**config.mk**
```make
export PLATFORM = sky130hd
export DESIGN_NAME = prr_coef_store
export DESIGN_NICKNAME = d
export VERILOG_FILES = /design/src/hdl/polyphase_rational_resampler_macros.svh /design/src/hdl/prr_pkg.sv /design/src/hdl/prr_coef_store.sv
export SDC_FILE = /design/constraint.sdc
export NUM_CORES = 2
export LEC_CHECK = 0
export BUFFER_PORTS_ARGS = -buffer_cell sky130_fd_sc_hd__buf_2
export CORE_MARGIN = 1.5
export CORE_UTILIZATION = 55
export DETAILED_ROUTE_END_ITERATION = 16
export PLACE_DENSITY_LB_ADDON = 0.3
export SKIP_CTS_REPAIR_TIMING = 1
export SLEW_MARGIN = 20
export SYNTH_ARGS = -nofsm -noshare
export SYNTH_HDL_FRONTEND = slang
export SYNTH_MEMORY_MAX_BITS = 65536
export SYNTH_SLANG_ARGS = --single-unit
export TNS_END_PERCENT = 50
```
**constraint.sdc**
```tcl
create_clock -name aclk -period 6.2 [get_ports aclk]
set_input_delay 1.55 -clock aclk [delete_from_list [all_inputs] [get_ports aclk]]
set_output_delay 1.55 -clock aclk [all_outputs]
set_load 0.005 [all_outputs]
```
**src/hdl/polyphase_rational_resampler_macros.svh**
```systemverilog
// ----------------------------------------------------------------------------
// Assertion macros for the polyphase rational resampler
// Immediate-implication and next-cycle-implication property wrappers.
// ----------------------------------------------------------------------------
`ifndef POLYPHASE_RATIONAL_RESAMPLER_MACROS_SVH
`define POLYPHASE_RATIONAL_RESAMPLER_MACROS_SVH

`ifndef SYNTHESIS
`define PRR_ASSERT_IMP(name, clk, rst_n, ante, cons) \
    name: assert property (@(posedge clk) disable iff (!rst_n) (ante) |-> (cons)) \
        else $error("prr assertion failed");
`define PRR_ASSERT_NEXT(name, clk, rst_n, ante, cons) \
    name: assert property (@(posedge clk) disable iff (!rst_n) (ante) |=> (cons)) \
        else $error("prr assertion failed");
`else
`define PRR_ASSERT_IMP(name, clk, rst_n, ante, cons)
`define PRR_ASSERT_NEXT(name, clk, rst_n, ante, cons)
`endif

`endif

```
**src/hdl/prr_pkg.sv**
```systemverilog
// ----------------------------------------------------------------------------
// Polyphase rational resampler package
// Widths, field offsets, codes and shared types.
// ----------------------------------------------------------------------------
package prr_pkg;

    localparam int SAMPLE_W    = 16;
    localparam int COEF_W      = 18;
    localparam int TAPS        = 16;
    localparam int MAX_PHASES  = 16;
    localparam int DECIM_LIMIT = 16;
    localparam int FRAC_BITS   = 16;
    localparam int MAX_RESULTS = 16;

    localparam int TAP_W       = $clog2(TAPS);
    localparam int PHASE_W     = $clog2(MAX_PHASES);
    localparam int COEF_ADDR_W = PHASE_W + TAP_W;
    localparam int COEF_DEPTH  = MAX_PHASES * TAPS;

    localparam int FACTOR_W    = 5;
    localparam int FIELD_SEL_W = 4;
    localparam int CNT_W       = $clog2(MAX_RESULTS + 1);
    localparam int IUO_W       = 5;

    localparam int PROD_W      = SAMPLE_W + COEF_W;
    localparam int ACC_W       = PROD_W + TAP_W;

    localparam int OFS_Q       = SAMPLE_W;
    localparam int OFS_PH      = 2 * SAMPLE_W;
    localparam int OFS_TAP     = OFS_PH + FIELD_SEL_W;
    localparam int OFS_COEF    = OFS_TAP + FIELD_SEL_W;
    localparam int S_TDATA_W   = ((OFS_COEF + COEF_W + 7) / 8) * 8;
    localparam int M_TDATA_W   = ((2 * SAMPLE_W + 7) / 8) * 8;

    localparam int CFG_IDX_W   = 1;

    localparam logic MODE_SAMPLE = 1'b0;
    localparam logic MODE_COEF   = 1'b1;

    localparam logic [CFG_IDX_W-1:0] REG_INTERP = 1'b0;
    localparam logic [CFG_IDX_W-1:0] REG_DECIM  = 1'b1;

    typedef logic signed [SAMPLE_W-1:0] sample_t;
    typedef logic signed [COEF_W-1:0]   coef_t;

    typedef enum logic [4:0] {
        ST_IDLE  = 5'b00001,
        ST_MAC   = 5'b00010,
        ST_DRAIN = 5'b00100,
        ST_DIV   = 5'b01000,
        ST_EMIT  = 5'b10000
    } seq_state_t;

    typedef struct packed {
        logic valid;
        logic first;
    } mac_ctrl_t;

endpackage

```
**src/hdl/prr_coef_store.sv**
```systemverilog
// ----------------------------------------------------------------------------
// Coefficient store
// One write port and one registered read port over MAX_PHASES x TAPS
// coefficients, phase in the upper address bits.
// ----------------------------------------------------------------------------
module prr_coef_store import prr_pkg::*; (
    input  logic                   aclk,
    input  logic                   we,
    input  logic [COEF_ADDR_W-1:0] waddr,
    input  coef_t                  wdata,
    input  logic [COEF_ADDR_W-1:0] raddr,
    output coef_t                  rdata
);

    coef_t coef_mem [COEF_DEPTH];
    coef_t rdata_reg;

    always_ff @(posedge aclk) begin
        if (we) begin
            coef_mem[waddr] <= wdata;
        end
        rdata_reg <= coef_mem[raddr];
    end

    assign rdata = rdata_reg;

endmodule

```
==> impl_metrics.env <==
export IMPL_syn_nets=8317
export IMPL_portBuffers=53
export IMPL_grt_util_all_layers=0.282
export IMPL_synth_avg_cell_area_um2=21.5
export IMPL_synth_async_sr_flop_share=0
export IMPL_crit_family="buffers and inverters"
export IMPL_finalPower_mw=64.3
export IMPL_cp_max_fo=40
export IMPL_rsz0062_at_grt="false"
export IMPL_ys_flop_type="edfxtp_1"
export IMPL_cp_cell_sequence="buf_12 -> buf_12 -> buf_12 -> buf_4 -> buf_4 -> mux2i_1 -> o221ai_1 -> a21oi_1 -> nor3_1 -> nor3_1 -> a22o_1 -> nor4_2"
export IMPL_slowest_stage="nor3_1"
export IMPL_core_area_um2=322000
export IMPL_nets=8771
export IMPL_max_freq_mhz=228
export IMPL_setup_worst_path_start_class="input port"
export IMPL_vias_per_cell=6.72
export IMPL_power_density_nw_per_um2=321
export IMPL_clock_sinks=4626
export IMPL_yosysSeqAreaShare=0.778
export IMPL_setup_viol=0
export IMPL_place_ws_ns=0.850
export IMPL_stdcell_count=13400
export IMPL_first_pass_iters=9
export IMPL_final_max_slew_viol_count=0
export IMPL_synth_cell_types=41
export IMPL_hold_slack_ns=0.940
export IMPL_holdCritPathClass="in -> reg"
export IMPL_postPlaceCellArea_um2=186000
export IMPL_hold_viol=0
export IMPL_dr_total_vias=90100
export IMPL_fin_worst_skew_ns=0.0623
export IMPL_overflow=0
export IMPL_grt_pass1_wl_um=652000
export IMPL_fin_crit_ns=4.39
export IMPL_synthTopCellsByCount="4608 x edfxtp_1, 864 x mux4_2, 792 x mux2i_1, 317 x o221ai_1, 290 x nor2_1"
export IMPL_dieArea_um2=327000
export IMPL_setup_tns_ns=0
export IMPL_drt_iter0_drc=13700
export IMPL_cp_buffers_inverters=5
export IMPL_layout_drive_gt1_share=0.243
export IMPL_htree_num_levels=5
export IMPL_slew_headroom=0.139
export IMPL_fin_area_um2=200000
export IMPL_die_height_um=572
export IMPL_cts_buffer_depth=4
export IMPL_cp_arrival_ns=5.23
export IMPL_ir_drop_v=0.000296
export IMPL_synth_cells=8281
export IMPL_cts_tree="built"
export IMPL_endpoint_kind="flip-flop"
export IMPL_worstSkewPairLatency_ns=0.99
export IMPL_syn_cell_area_um2=178000
export IMPL_tightest_slew_ns=1.28
export IMPL_critPathMaxStageDelay_ns=0.57
export IMPL_path_class="in -> reg"
export IMPL_postRouteAntennaNets=0
export IMPL_grt_pass1_vias=87700
export IMPL_drv_cap=0
export IMPL_yosysTopAreaCellShare=0.776
export IMPL_fin_util=0.622
export IMPL_yosysWarnings=0
export IMPL_route_detailed_drc=0
export IMPL_cp_common_cell="buf_12"
export IMPL_place_inst=12600
export IMPL_worst_slack_ns=1.81
export IMPL_largest_register_ffs=4608
export IMPL_die_width_um=572
export IMPL_post_dp_hpwl_um=271000
export IMPL_rows=208
export IMPL_status="finished, final reports clean"
export IMPL_post_synth_top_count_cell="edfxtp_1"
export IMPL_wl_um=462000
export IMPL_area_growth_pct=12.3
export IMPL_ys_ff_latch=4626
export IMPL_post_route_period_util=0.708
export IMPL_initial_utilization=0.554
export IMPL_numCtsBuffers=447
export IMPL_p_leak_nw=63.5
export IMPL_gp_congestion=0.983
export IMPL_critPathRequiredTime_ns=7.04
export IMPL_yosys_top_cells_area="edfxtp_1 78%, mux4_2 11%, mux2i_1 4.4%, o221ai_1 1.6%, o22ai_1 0.84%"
export IMPL_synth_top_cell_by_area="edfxtp_1"
export IMPL_grt_max_degree=168
export IMPL_synth_edf_count=4608
export IMPL_ios=54
export IMPL_post_drt_wl_per_cell_um=34.4
export IMPL_cts_root_buf="clkbuf_16"
export IMPL_path_clk_slew_ns=0.06
export IMPL_antenna_found_initial=28
==> area by class of cell <==
class                   instances  area (µm²)
flip-flops and latches       4626      139000
fillers                     21500      122000
multi-input cells            3155       37100
clock buffers                 541       11700
well taps                    4305        5390
repair buffers                501        4580
clock inverters               282        2560
inverters                       4        27.5
diodes                          9        22.5
==> cells by family after synthesis <==
| group | count (synthesis) | share of synthesized area |
|---|---|---|
| flip-flops | 4626 | 0.778 |
| AO/OA/AOI/OAI | 862 | 0.0341 |
| buffers and inverters | 500 | 0.0173 |
| AND/OR/NAND/NOR | 637 | 0.0166 |
| multiplexers | 1656 | 0.154 |
==> routing by layer <==
layer  track usage  share of wire  vias up
met1         0.401           0.37    47400
met3        0.0555           0.11      897
met5             0        0.00026        -
met2         0.433           0.47     5738
li1              -              -    36100
met4         0.112          0.046       18
==> placed cells by master, fill, tap and decap left out, types with 4 or more instances in the layout <==
cell type,count
edfxtp_1,4608
mux4_2,864
mux2i_1,792
clkbuf_16,451
buf_4,391
o221ai_1,317
o22ai_1,238
a21oi_1,190
nor3_1,158
nor2_2,128
nor2_1,124
clkinv_1,107
clkinv_2,96
nand2_1,80
clkbuf_1,80
buf_12,59
a22oi_1,51
nor2_4,38
bufinv_16,36
buf_2,30
nand4_1,27
a31oi_1,20
a22o_1,19
nor4_2,19
buf_8,19
dfxtp_1,18
clkinvlp_4,16
nor4_1,15
nand3_1,12
o21ai_0,12
clkbuf_8,11
o211ai_1,10
diode_2,9
inv_6,9
nand3_2,9
nor2b_1,8
clkinv_8,8
clkinv_16,6
or2_2,4
inv_16,4
==> power by group <==
group | leakage, nW | switching (mW) | total, mW | internal (mW)
Clock | 6.98 | 11.6 | 26.5 | 15.0
Sequential | 41.6 | 0.0837 | 34.6 | 34.5
Combinational | 15.0 | 2.13 | 3.21 | 1.08
==> final timing paths <==
check | startpoint | end | slack (ns) | cells after the start
max reg2reg | coef_mem[31][9] | rdata[9] | 3.22 | 5
min reg2reg | coef_mem[122][5] | rdata[5] | 1.00 | 6
min | wdata[11] | coef_mem[254][11] | 0.94 | 1
max | raddr[0] | rdata[13] | 1.81 | 12
(Power assumes the default switching activity.)
