`config.mk`:
```
export PLATFORM = sky130hd
export DESIGN_NAME = prr_delay_line
export DESIGN_NICKNAME = d
export VERILOG_FILES = /design/src/hdl/polyphase_rational_resampler_macros.svh /design/src/hdl/prr_pkg.sv /design/src/hdl/prr_delay_line.sv
export SDC_FILE = /design/constraint.sdc
export NUM_CORES = 1
export LEC_CHECK = 0
export BUFFER_PORTS_ARGS = -buffer_cell sky130_fd_sc_hd__clkbuf_2
export CAP_MARGIN = 15
export CORE_MARGIN = 2
export CORE_UTILIZATION = 50
export CTS_CLUSTER_DIAMETER = 150
export DETAILED_ROUTE_END_ITERATION = 8
export GPL_ROUTABILITY_DRIVEN = 0
export HOLD_SLACK_MARGIN = 0.02
export PLACE_DENSITY = 0.76
export SLEW_MARGIN = 20
export SYNTH_ARGS = -nofsm -noshare
export SYNTH_HDL_FRONTEND = slang
export SYNTH_SLANG_ARGS = --single-unit
export TNS_END_PERCENT = 5
```
`constraint.sdc`:
```
create_clock -name aclk -period 20.1 [get_ports aclk]
set_input_delay 4.02 -clock aclk [delete_from_list [all_inputs] [get_ports aclk]]
set_output_delay 4.02 -clock aclk [all_outputs]
set_load 0.02 [all_outputs]
```
`src/hdl/polyphase_rational_resampler_macros.svh`:
```
// ----------------------------------------------------------------------------
// Assertion macros for the polyphase rational resampler
// Immediate-implication and next-cycle-implication property wrappers.
// ----------------------------------------------------------------------------
`ifndef POLYPHASE_RATIONAL_RESAMPLER_MACROS_SVH
`define POLYPHASE_RATIONAL_RESAMPLER_MACROS_SVH

`ifndef SYNTHESIS
`define PRR_ASSERT_IMP(name, clk, rst_n, ante, cons) \
    name: assert property (@(posedge clk) disable iff (!rst_n) (ante) |-> (cons)) \
        else $error("prr assertion failed");
`define PRR_ASSERT_NEXT(name, clk, rst_n, ante, cons) \
    name: assert property (@(posedge clk) disable iff (!rst_n) (ante) |=> (cons)) \
        else $error("prr assertion failed");
`else
`define PRR_ASSERT_IMP(name, clk, rst_n, ante, cons)
`define PRR_ASSERT_NEXT(name, clk, rst_n, ante, cons)
`endif

`endif

```
`src/hdl/prr_pkg.sv`:
```
// ----------------------------------------------------------------------------
// Polyphase rational resampler package
// Widths, field offsets, codes and shared types.
// ----------------------------------------------------------------------------
package prr_pkg;

    localparam int SAMPLE_W    = 16;
    localparam int COEF_W      = 18;
    localparam int TAPS        = 16;
    localparam int MAX_PHASES  = 16;
    localparam int DECIM_LIMIT = 16;
    localparam int FRAC_BITS   = 16;
    localparam int MAX_RESULTS = 16;

    localparam int TAP_W       = $clog2(TAPS);
    localparam int PHASE_W     = $clog2(MAX_PHASES);
    localparam int COEF_ADDR_W = PHASE_W + TAP_W;
    localparam int COEF_DEPTH  = MAX_PHASES * TAPS;

    localparam int FACTOR_W    = 5;
    localparam int FIELD_SEL_W = 4;
    localparam int CNT_W       = $clog2(MAX_RESULTS + 1);
    localparam int IUO_W       = 5;

    localparam int PROD_W      = SAMPLE_W + COEF_W;
    localparam int ACC_W       = PROD_W + TAP_W;

    localparam int OFS_Q       = SAMPLE_W;
    localparam int OFS_PH      = 2 * SAMPLE_W;
    localparam int OFS_TAP     = OFS_PH + FIELD_SEL_W;
    localparam int OFS_COEF    = OFS_TAP + FIELD_SEL_W;
    localparam int S_TDATA_W   = ((OFS_COEF + COEF_W + 7) / 8) * 8;
    localparam int M_TDATA_W   = ((2 * SAMPLE_W + 7) / 8) * 8;

    localparam int CFG_IDX_W   = 1;

    localparam logic MODE_SAMPLE = 1'b0;
    localparam logic MODE_COEF   = 1'b1;

    localparam logic [CFG_IDX_W-1:0] REG_INTERP = 1'b0;
    localparam logic [CFG_IDX_W-1:0] REG_DECIM  = 1'b1;

    typedef logic signed [SAMPLE_W-1:0] sample_t;
    typedef logic signed [COEF_W-1:0]   coef_t;

    typedef enum logic [4:0] {
        ST_IDLE  = 5'b00001,
        ST_MAC   = 5'b00010,
        ST_DRAIN = 5'b00100,
        ST_DIV   = 5'b01000,
        ST_EMIT  = 5'b10000
    } seq_state_t;

    typedef struct packed {
        logic valid;
        logic first;
    } mac_ctrl_t;

endpackage

```
`src/hdl/prr_delay_line.sv`:
```
// ----------------------------------------------------------------------------
// Sample delay line
// Complex shift register of TAPS entries, oldest at index 0, with a
// registered read port addressed by tap.
// ----------------------------------------------------------------------------
module prr_delay_line import prr_pkg::*; (
    input  logic             aclk,
    input  logic             aresetn,
    input  logic             shift_en,
    input  sample_t          in_i,
    input  sample_t          in_q,
    input  logic [TAP_W-1:0] rd_idx,
    output sample_t          rd_i,
    output sample_t          rd_q
);

    sample_t dl_i_reg [TAPS];
    sample_t dl_q_reg [TAPS];
    sample_t rd_i_reg;
    sample_t rd_q_reg;

    always_ff @(posedge aclk) begin
        if (!aresetn) begin
            for (int j = 0; j < TAPS; j++) begin
                dl_i_reg[j] <= '0;
                dl_q_reg[j] <= '0;
            end
        end else if (shift_en) begin
            for (int j = 0; j < TAPS - 1; j++) begin
                dl_i_reg[j] <= dl_i_reg[j+1];
                dl_q_reg[j] <= dl_q_reg[j+1];
            end
            dl_i_reg[TAPS-1] <= in_i;
            dl_q_reg[TAPS-1] <= in_q;
        end
    end

    always_ff @(posedge aclk) begin
        rd_i_reg <= dl_i_reg[rd_idx];
        rd_q_reg <= dl_q_reg[rd_idx];
    end

    assign rd_i = rd_i_reg;
    assign rd_q = rd_q_reg;

endmodule

```
==> metrics.md <==
| Metric | Value |
|---|---|
| Final worst setup slack | 13730 ps |
| GRT overflow | 0 |
| Crit start category | input pin |
| Post CTS Setup Buffer Count | 0 |
| Deepest clock path buffer count | 3 |
| Num CTS Buffers | 52 |
| Pwr Density | 96.5 nW/um2 |
| Max-Cap Viols | 0 |
| Largest net degree at the start of global routing | 239 |
| Syn Inst Count | 1421 |
| 1st-iter DRT viols | 1476 |
| FF+latch count, synth | 544 |
| CTS sink count | 544 |
| Sum of buffers and inverters on the critical path | 4 |
| Worst Tran Pin Value | 1010 ps |
| WL final | 42100 um |
| CTS tree | yes |
| Wire per inst | 20.3 um |
| Mapped Area | 23300 um2 |
| Die W | 220 um |
| FF-to-FF setup slack | 18660 ps |
| Clock slew at reported path FFs | 60 ps |
| Share of layout cells above drive strength 1 | 19.7% |
| Cell Chain, Critical Path | buf_8 > buf_16 > nand2b_4 > buf_12 > buf_16 |
| Global-route wire length before repair | 67600 um |
| Worst vdd ir | 0.0660 mV |
| Starting density of the core | 50.3% |
| Placed cell area | 24000 um2 |
| Metal2 WL | 19500 um |
| Worst-Skew Late Latency | 570 ps |
| Slew Limit Fails | 0 |
| Syn Nets | 1460 |
| Max layer used | met4 |
| Most common cell after layout, fill and taps aside | edfxtp_1 |
| Post-DRT Antenna Nets | 0 |
| Post-synthesis area per instance | 16.4 um2 |
| Layout Nets | 1466 |
| Clock Skew | 20.2 ps |
| # resized after CTS | 0 |
| # rows | 79 |
| Fmax | 157 MHz |
| Die H | 220 um |
| WL met1 | 19600 um |
| Min-delay worst type | register to register |
| Worst path slowest cell | nand2b_4 |
| Vias | 12200 |
| Total Routing Usage GR | 17.6% |
| Crit Path Class | input pin to register |
| Area growth syn-to-layout | 10.5% |
| Final Hold Vio Count | 0 |
| Distinct cells, synth | 14 |
| Num ports | 71 |
| Die area | 48300 um2 |
| Sw Pwr | 536 uW |
| Cell internal pwr | 1950 uW |
| Final setup vio count | 0 |
| Number of global-route vias before repair | 12100 |
| Critical path arrival | 6560 ps |
| Via/cell ratio | 5.89 |
| Headroom to the max-slew limit | 32.6% |
| TNS Setup | 0 ps |
| Overall power | 2480 uW |
| Hold Buf Count CTS | 0 |
| Clock share of power | 37.5% |
| Final Cell Area | 25700 um2 |
| Htree depth | 2 |
| Initial antenna violation count | 0 |
| Hold_ws | 537 ps |
| WP data required | 20290 ps |
| Clock period minus worst slack | 6370 ps |
| CP delay by family, top | buffers and inverters |
| CP Capture Type | register |
| RSZ-0062 raised after global routing | no |
| Seq/Total Area, Yosys | 68.8% |
| Comb pwr share | 7.4% |
| Critical Path Most Common Cell | buf_16 |
| First-pass DRT Iterations | 7 |
| YS warnings | 0 |
| CP max FO | 148 |
| DP Wirelength | 22500 um |
| Met3 wire length | 2350 um |
| Fin crit share | 31.7% |
| Seq pwr share | 55.1% |
| Core Box Area | 46300 um2 |
| Commonest non-fill, non-tap cells in the layout | 512 x edfxtp_1, 320 x and3_1, 193 x and2_1 |
| Number of remaining DRC errors | 0 |
| Lkg Pwr | 0.0107 uW |
| Crit-path max cell delay | 740 ps |
| IO Port Bufs | 70 |
| Run status | finished, final reports clean |
| Fillers | 3569 |
| Switching Share | 21.6% |
| Pre-CTS WS | 13260 ps |
| CTS root buf | clkbuf_16 |
| Antenna cells | 0 |
[synth_stat cells]
cell      instances  area share [%]
nand2b_1          1           0.027
nor2b_1           2           0.054
buf_1            10            0.16
and3_1          320             8.6
mux4_2          128              12
clkbuf_1        110             1.8
edfxtp_1        512              66
buf_4             9            0.29
buf_2             7            0.15
dfxtp_1          32             2.8
nor2_1            1           0.016
nand2_1          32            0.52
a22oi_1          64             2.1
and2_1          193             5.2
[layout make-up]
| type | count | area [um2] | area share (%) |
|---|---|---|---|
| multi-input cells | 741 | 6730 | 26.2 |
| repair buffers | 88 | 598 | 2.32 |
| clock inverters | 9 | 67.6 | 0.263 |
| well taps | 607 | 759 | 2.95 |
| clock buffers | 87 | 1550 | 6.04 |
| flip-flops and latches | 544 | 16000 | 62.3 |
[kinds of logic (layout without fill, tap and decap cells)]
| logic type | Yosys count | in the layout | share of synthesized area [%] |
|---|---|---|---|
| mux | 128 | 128 | 12.4 |
| buf+inv | 136 | 184 | 2.38 |
| flops | 544 | 544 | 68.8 |
| compound gates | 64 | 64 | 2.06 |
| simple gates | 549 | 549 | 14.4 |
[power by group through the flow]
stage | logic [uW] | registers (uW) | clock network, uW
final | 183 | 1370 | 931
after global routing | 199 | 1380 | 993
after CTS | 183 | 1370 | 949
after detailed placement | 182 | 1390 | 0
after global placement | 177 | 1390 | 0
after floorplan | 127 | 1410 | 0
[metal layers]
layer	global-route usage (%)	vias to the layer above
li1	-	5566
met1	27.8	6285
met2	25.7	332
met3	2.69	50
met4	4.18	0
met5	0	-
[per-stage QoR]
stage | cells | util [%]
CTS | 2073 | 55.4
global placement | 1977 | 51.9
finish | 2076 | 55.6
detailed placement | 1977 | 51.9
global route | 2076 | 55.6
floorplan | 1421 | -
[worst paths after layout]
| kind | from | end | depth (start not counted) |
|---|---|---|---|
| worst max-delay path | aresetn | dl_q_reg[0][0] | 5 |
| worst min-delay path | dl_q_reg[13][2] | dl_q_reg[12][2] | 1 |
| worst max register to register | dl_q_reg[8][3] | rd_q[3] | 3 |
| worst min register to register | dl_q_reg[13][2] | dl_q_reg[12][2] | 1 |
No activity file was read; power rests on OpenSTA's default activity.
