===== src/hdl/polyphase_rational_resampler_macros.svh =====
// ----------------------------------------------------------------------------
// Assertion macros for the polyphase rational resampler
// Immediate-implication and next-cycle-implication property wrappers.
// ----------------------------------------------------------------------------
`ifndef POLYPHASE_RATIONAL_RESAMPLER_MACROS_SVH
`define POLYPHASE_RATIONAL_RESAMPLER_MACROS_SVH

`ifndef SYNTHESIS
`define PRR_ASSERT_IMP(name, clk, rst_n, ante, cons) \
    name: assert property (@(posedge clk) disable iff (!rst_n) (ante) |-> (cons)) \
        else $error("prr assertion failed");
`define PRR_ASSERT_NEXT(name, clk, rst_n, ante, cons) \
    name: assert property (@(posedge clk) disable iff (!rst_n) (ante) |=> (cons)) \
        else $error("prr assertion failed");
`else
`define PRR_ASSERT_IMP(name, clk, rst_n, ante, cons)
`define PRR_ASSERT_NEXT(name, clk, rst_n, ante, cons)
`endif

`endif


===== src/hdl/prr_pkg.sv =====
// ----------------------------------------------------------------------------
// Polyphase rational resampler package
// Widths, field offsets, codes and shared types.
// ----------------------------------------------------------------------------
package prr_pkg;

    localparam int SAMPLE_W    = 16;
    localparam int COEF_W      = 18;
    localparam int TAPS        = 16;
    localparam int MAX_PHASES  = 16;
    localparam int DECIM_LIMIT = 16;
    localparam int FRAC_BITS   = 16;
    localparam int MAX_RESULTS = 16;

    localparam int TAP_W       = $clog2(TAPS);
    localparam int PHASE_W     = $clog2(MAX_PHASES);
    localparam int COEF_ADDR_W = PHASE_W + TAP_W;
    localparam int COEF_DEPTH  = MAX_PHASES * TAPS;

    localparam int FACTOR_W    = 5;
    localparam int FIELD_SEL_W = 4;
    localparam int CNT_W       = $clog2(MAX_RESULTS + 1);
    localparam int IUO_W       = 5;

    localparam int PROD_W      = SAMPLE_W + COEF_W;
    localparam int ACC_W       = PROD_W + TAP_W;

    localparam int OFS_Q       = SAMPLE_W;
    localparam int OFS_PH      = 2 * SAMPLE_W;
    localparam int OFS_TAP     = OFS_PH + FIELD_SEL_W;
    localparam int OFS_COEF    = OFS_TAP + FIELD_SEL_W;
    localparam int S_TDATA_W   = ((OFS_COEF + COEF_W + 7) / 8) * 8;
    localparam int M_TDATA_W   = ((2 * SAMPLE_W + 7) / 8) * 8;

    localparam int CFG_IDX_W   = 1;

    localparam logic MODE_SAMPLE = 1'b0;
    localparam logic MODE_COEF   = 1'b1;

    localparam logic [CFG_IDX_W-1:0] REG_INTERP = 1'b0;
    localparam logic [CFG_IDX_W-1:0] REG_DECIM  = 1'b1;

    typedef logic signed [SAMPLE_W-1:0] sample_t;
    typedef logic signed [COEF_W-1:0]   coef_t;

    typedef enum logic [4:0] {
        ST_IDLE  = 5'b00001,
        ST_MAC   = 5'b00010,
        ST_DRAIN = 5'b00100,
        ST_DIV   = 5'b01000,
        ST_EMIT  = 5'b10000
    } seq_state_t;

    typedef struct packed {
        logic valid;
        logic first;
    } mac_ctrl_t;

endpackage


===== src/hdl/prr_mac.sv =====
// ----------------------------------------------------------------------------
// Complex multiply-accumulate unit
// Registered products of one coefficient with the I and Q samples, exact
// accumulation, then truncation toward zero and saturation of the sums.
// ----------------------------------------------------------------------------
module prr_mac import prr_pkg::*; (
    input  logic      aclk,
    input  logic      aresetn,
    input  mac_ctrl_t ctrl,
    input  coef_t     coef,
    input  sample_t   samp_i,
    input  sample_t   samp_q,
    output sample_t   res_i,
    output sample_t   res_q
);

    localparam int SHR_W = ACC_W - FRAC_BITS;
    localparam logic signed [ACC_W-1:0] FRAC_MASK = ACC_W'((2 ** FRAC_BITS) - 1);
    localparam logic signed [SHR_W-1:0] SAT_HI    = SHR_W'((2 ** (SAMPLE_W - 1)) - 1);
    localparam logic signed [SHR_W-1:0] SAT_LO    = ~SAT_HI;

    mac_ctrl_t                 pipe_reg;
    logic signed [PROD_W-1:0]  prod_i_reg;
    logic signed [PROD_W-1:0]  prod_q_reg;
    logic signed [PROD_W-1:0]  prod_i_next;
    logic signed [PROD_W-1:0]  prod_q_next;
    logic signed [ACC_W-1:0]   acc_i_reg;
    logic signed [ACC_W-1:0]   acc_q_reg;
    logic signed [ACC_W-1:0]   acc_i_next;
    logic signed [ACC_W-1:0]   acc_q_next;

    function automatic sample_t finish(input logic signed [ACC_W-1:0] acc);
        logic signed [ACC_W-1:0] biased;
        logic signed [SHR_W-1:0] shifted;
        biased  = acc[ACC_W-1] ? (acc + FRAC_MASK) : acc;
        shifted = biased[ACC_W-1:FRAC_BITS];
        if (shifted > SAT_HI) begin
            shifted = SAT_HI;
        end else if (shifted < SAT_LO) begin
            shifted = SAT_LO;
        end
        return shifted[SAMPLE_W-1:0];
    endfunction

    assign prod_i_next = coef * samp_i;
    assign prod_q_next = coef * samp_q;

    always_comb begin
        if (pipe_reg.first) begin
            acc_i_next = ACC_W'(prod_i_reg);
            acc_q_next = ACC_W'(prod_q_reg);
        end else begin
            acc_i_next = acc_i_reg + ACC_W'(prod_i_reg);
            acc_q_next = acc_q_reg + ACC_W'(prod_q_reg);
        end
    end

    always_ff @(posedge aclk) begin
        if (!aresetn) begin
            pipe_reg <= '0;
        end else begin
            pipe_reg <= ctrl;
        end
    end

    always_ff @(posedge aclk) begin
        if (ctrl.valid) begin
            prod_i_reg <= prod_i_next;
            prod_q_reg <= prod_q_next;
        end
        if (pipe_reg.valid) begin
            acc_i_reg <= acc_i_next;
            acc_q_reg <= acc_q_next;
        end
    end

    assign res_i = finish(acc_i_reg);
    assign res_q = finish(acc_q_reg);

endmodule


===== config.mk =====
export PLATFORM = sky130hd
export DESIGN_NAME = prr_mac
export DESIGN_NICKNAME = d
export VERILOG_FILES = /design/src/hdl/polyphase_rational_resampler_macros.svh /design/src/hdl/prr_pkg.sv /design/src/hdl/prr_mac.sv
export SDC_FILE = /design/constraint.sdc
export NUM_CORES = 2
export LEC_CHECK = 0
export BUFFER_PORTS_ARGS = -buffer_cell sky130_fd_sc_hd__buf_4
export CORE_ASPECT_RATIO = 0.7
export CORE_MARGIN = 1.5
export CORE_UTILIZATION = 45
export DETAILED_ROUTE_END_ITERATION = 12
export MAX_ROUTING_LAYER = met4
export PLACE_DENSITY_LB_ADDON = 0.05
export SLEW_MARGIN = 5
export SYNTH_ARGS = -nofsm -noshare
export SYNTH_HDL_FRONTEND = slang
export SYNTH_SLANG_ARGS = --single-unit

===== constraint.sdc =====
create_clock -name aclk -period 16 [get_ports aclk]
set_clock_uncertainty 0.15 [all_clocks]
set_input_delay 1.6 -clock aclk [delete_from_list [all_inputs] [get_ports aclk]]
set_output_delay 1.6 -clock aclk [all_outputs]
set_load 0.01 [all_outputs]

==> reports/results.txt <==
Vias per inst = 5.19
Die span in x = 318 um
CTS tree = done
CTS H-tree depth = 4
Port buffer count = 85
CTS Sinks = 146
Post-CTS Setup Bufs = 0
Rows = 80
CP max FO = 32
Final number of setup-violating endpoints = 0
Setup_tns = 0 ns
Clock root cell = clkbuf_16
Initial DRC count = 1175
Final Worst Setup Slack = 8.18 ns
Worst Hold Class = reg -> reg
Total CTS buffers = 17
Place WS = 7.70 ns
Sequential area share after synthesis = 13.9%
Via count = 22185
Clock slew at reported path FFs = 0.07 ns
Detail Route Antenna Nets = 0
Antenna violations before repair = 3
Slew Viols, Final = 0
Maxcap violations = 0
Synthesized Nets = 4255
Reg2reg setup slack = 11.77 ns
Drt total wl = 77.7 mm
# resized after CTS = 0
Non-Filler Instances = 4271
RSZ-0062 raised after global routing = no
DP HPWL = 62.6 mm
Synth cell types = 76
Synth-to-Final Area Change = 6.19%
Vias in the first global route = 24265
Hold Vio Cnt, Final = 0
Tcrit/Tclk final = 48.9%
CP required = 16.06 ns
Die Ht = 224 um
IO Count = 86
Post-synthesis register bit count = 146
Worst slew margin = 19.3%
Remaining DRCs = 0
Crit Path Category = in -> reg
Syn Std Cell Area = 0.0313 mm^2
CP endpoint kind = flop
Synth async-reset ratio = 0%
Status = complete, no violations
Worst slew pin tran = 1.20 ns
Cells after synthesis = 3373
CORE AREA = 0.0686 mm^2
Main flop type after synthesis = edfxtp_1
Post-CTS Hold Fix Bufs = 0
Critical Path End = prod_q_reg[30]
Post-Place Cells = 4236
Util after Layout = 48.5%
Nature of the critical path startpoint = input port
Avg WL per Cell = 18.2 um
Clock buffer depth = 2
Global-route wire length before repair = 132 mm
Die area = 0.0713 mm^2
Pin count of the biggest net entering global routing = 82
Yosys warns = 0
GRT overflow = 0
Tmin final = 7.82 ns
Reg-to-Reg End = acc_q_reg[36]
Avg Cell Area, Syn = 9.29 um^2
Placer Congestion = 0.874
Cell depth of the worst flop-to-flop path = 13
# nets final = 4235
Layout cell share with drive strength beyond 1 = 4.49%
Reg-to-Reg Start = acc_q_reg[0]
CP Launch Point = coef[17]
Post-synth EDFFs = 144
GRT Util Overall = 23.9%
Max Clock Freq = 128 MHz
Initial Util = 45.7%
CP arrival = 7.88 ns
DRT Pass-1 Iters = 7
Clock Latency Late Sink = 0.45 ns
-- metrics by stage --
step	hold WS [ns]	instance area, um^2
5_1_grt	0.442	33300
3_5_place_dp	0.403	32700
3_3_place_gp	0.409	32700
6_report	0.431	33300
2_1_floorplan	0.381	31300
4_1_cts	0.434	33300
-- layout by cell type, fill, tap and decap left out, types with 8 or more instances in the layout --
| master | n |
|---|---|
| clkbuf_16 | 17 |
| edfxtp_1 | 144 |
| nand4_1 | 11 |
| xor2_1 | 49 |
| a21o_1 | 54 |
| nor4_1 | 13 |
| nand2_1 | 403 |
| o21ai_0 | 141 |
| a21oi_1 | 102 |
| and3_1 | 19 |
| o21a_1 | 11 |
| nand2b_1 | 26 |
| a211oi_1 | 22 |
| o31ai_1 | 18 |
| nand3_1 | 33 |
| nor2_1 | 111 |
| nor3b_1 | 11 |
| fa_1 | 582 |
| a211o_1 | 8 |
| xnor2_1 | 104 |
| a21boi_0 | 12 |
| ha_1 | 246 |
| buf_4 | 87 |
| o21bai_1 | 24 |
| nor2b_1 | 12 |
| and2_1 | 280 |
| or3_1 | 8 |
| nor3_1 | 22 |
| inv_1 | 674 |
-- worst max-delay path, stage by stage --
cell	delay [ns]
buf_4	0.23
nand2_1	0.17
inv_1	0.10
fa_1	0.75
fa_1	0.51
fa_1	0.51
fa_1	0.52
fa_1	0.50
inv_1	0.05
fa_1	0.48
inv_1	0.04
ha_1	0.34
nand2_1	0.12
nor3_1	0.08
and3_1	0.20
a32o_1	0.20
a31oi_1	0.31
a31oi_1	0.27
a2111oi_0	0.46
o21bai_1	0.14
a21oi_1	0.18
xnor2_1	0.08
-- synth_stat cells (5+ instances only) --
cell type | count | area (um^2)
a2111oi_0 | 7 | 61.3
a211o_1 | 8 | 70.1
a211oi_1 | 22 | 165
a21boi_0 | 12 | 90.1
a21o_1 | 54 | 405
a21oi_1 | 102 | 510
a31oi_1 | 7 | 43.8
and2_1 | 280 | 1750
and3_1 | 19 | 119
clkbuf_1 | 122 | 458
edfxtp_1 | 144 | 4320
fa_1 | 582 | 11700
ha_1 | 246 | 3080
inv_1 | 674 | 2530
mux2_2 | 5 | 56.3
nand2_1 | 403 | 1510
nand2b_1 | 26 | 163
nand3_1 | 33 | 165
nand4_1 | 11 | 68.8
nor2_1 | 111 | 417
nor2b_1 | 12 | 75.1
nor3_1 | 22 | 110
nor3b_1 | 11 | 82.6
nor4_1 | 13 | 81.3
nor4b_1 | 6 | 52.6
o21a_1 | 11 | 82.6
o21ai_0 | 141 | 706
o21bai_1 | 24 | 180
o31ai_1 | 18 | 135
or3_1 | 8 | 50.1
xnor2_1 | 104 | 911
xor2_1 | 49 | 429
-- worst min-delay path by stage --
| stage | from | cells past startpoint | to | slack (ns) |
|---|---|---|---|---|
| global placement | prod_q_reg[2] | 2 | acc_q_reg[2] | 0.41 |
| floorplan | prod_i_reg[11] | 2 | acc_i_reg[11] | 0.38 |
| detailed placement | prod_i_reg[5] | 2 | acc_i_reg[5] | 0.40 |
| finish | prod_i_reg[5] | 2 | acc_i_reg[5] | 0.43 |
| CTS | prod_q_reg[2] | 2 | acc_q_reg[2] | 0.43 |
| global route | prod_i_reg[21] | 2 | acc_i_reg[21] | 0.44 |
-- kinds of logic (layout without fill, tap and decap cells) --
family                     count (synthesis)  after routing  synth area share (%)
AOI/OAI and AO/OA                        466            466                  9.67
xor gates and xnor gates                 153            153                  4.27
adders and majority gates                828            828                  47.0
buffers and inverters                    800            793                  9.58
DFF                                      146            146                  13.9
muxes                                      8              8                 0.275
other                                      0              3                     0
and+or+nand+nor                          972            972                  15.3
-- cell type report --
type | instances | area (um^2)
clock inverters | 12 | 183
inverters | 674 | 2530
multi-input cells | 2427 | 24000
repair buffers | 87 | 653
well taps | 902 | 1130
diodes | 3 | 7.51
fillers | 6458 | 35300
flip-flops and latches | 146 | 4370
clock buffers | 20 | 437
-- per-layer routing --
| layer | vias to the layer above | global-route usage (%) | share of wire, % |
|---|---|---|---|
| li1 | 10537 | - | - |
| met1 | 11156 | 33.4 | 49 |
| met2 | 437 | 37.7 | 46 |
| met3 | 55 | 3.44 | 4.4 |
| met4 | 0 | 3.64 | 1.1 |
| met5 | - | - | 0 |
Power is not shown: default switching activity piles up to over one toggle a cycle in this logic, so the estimate is an artifact.
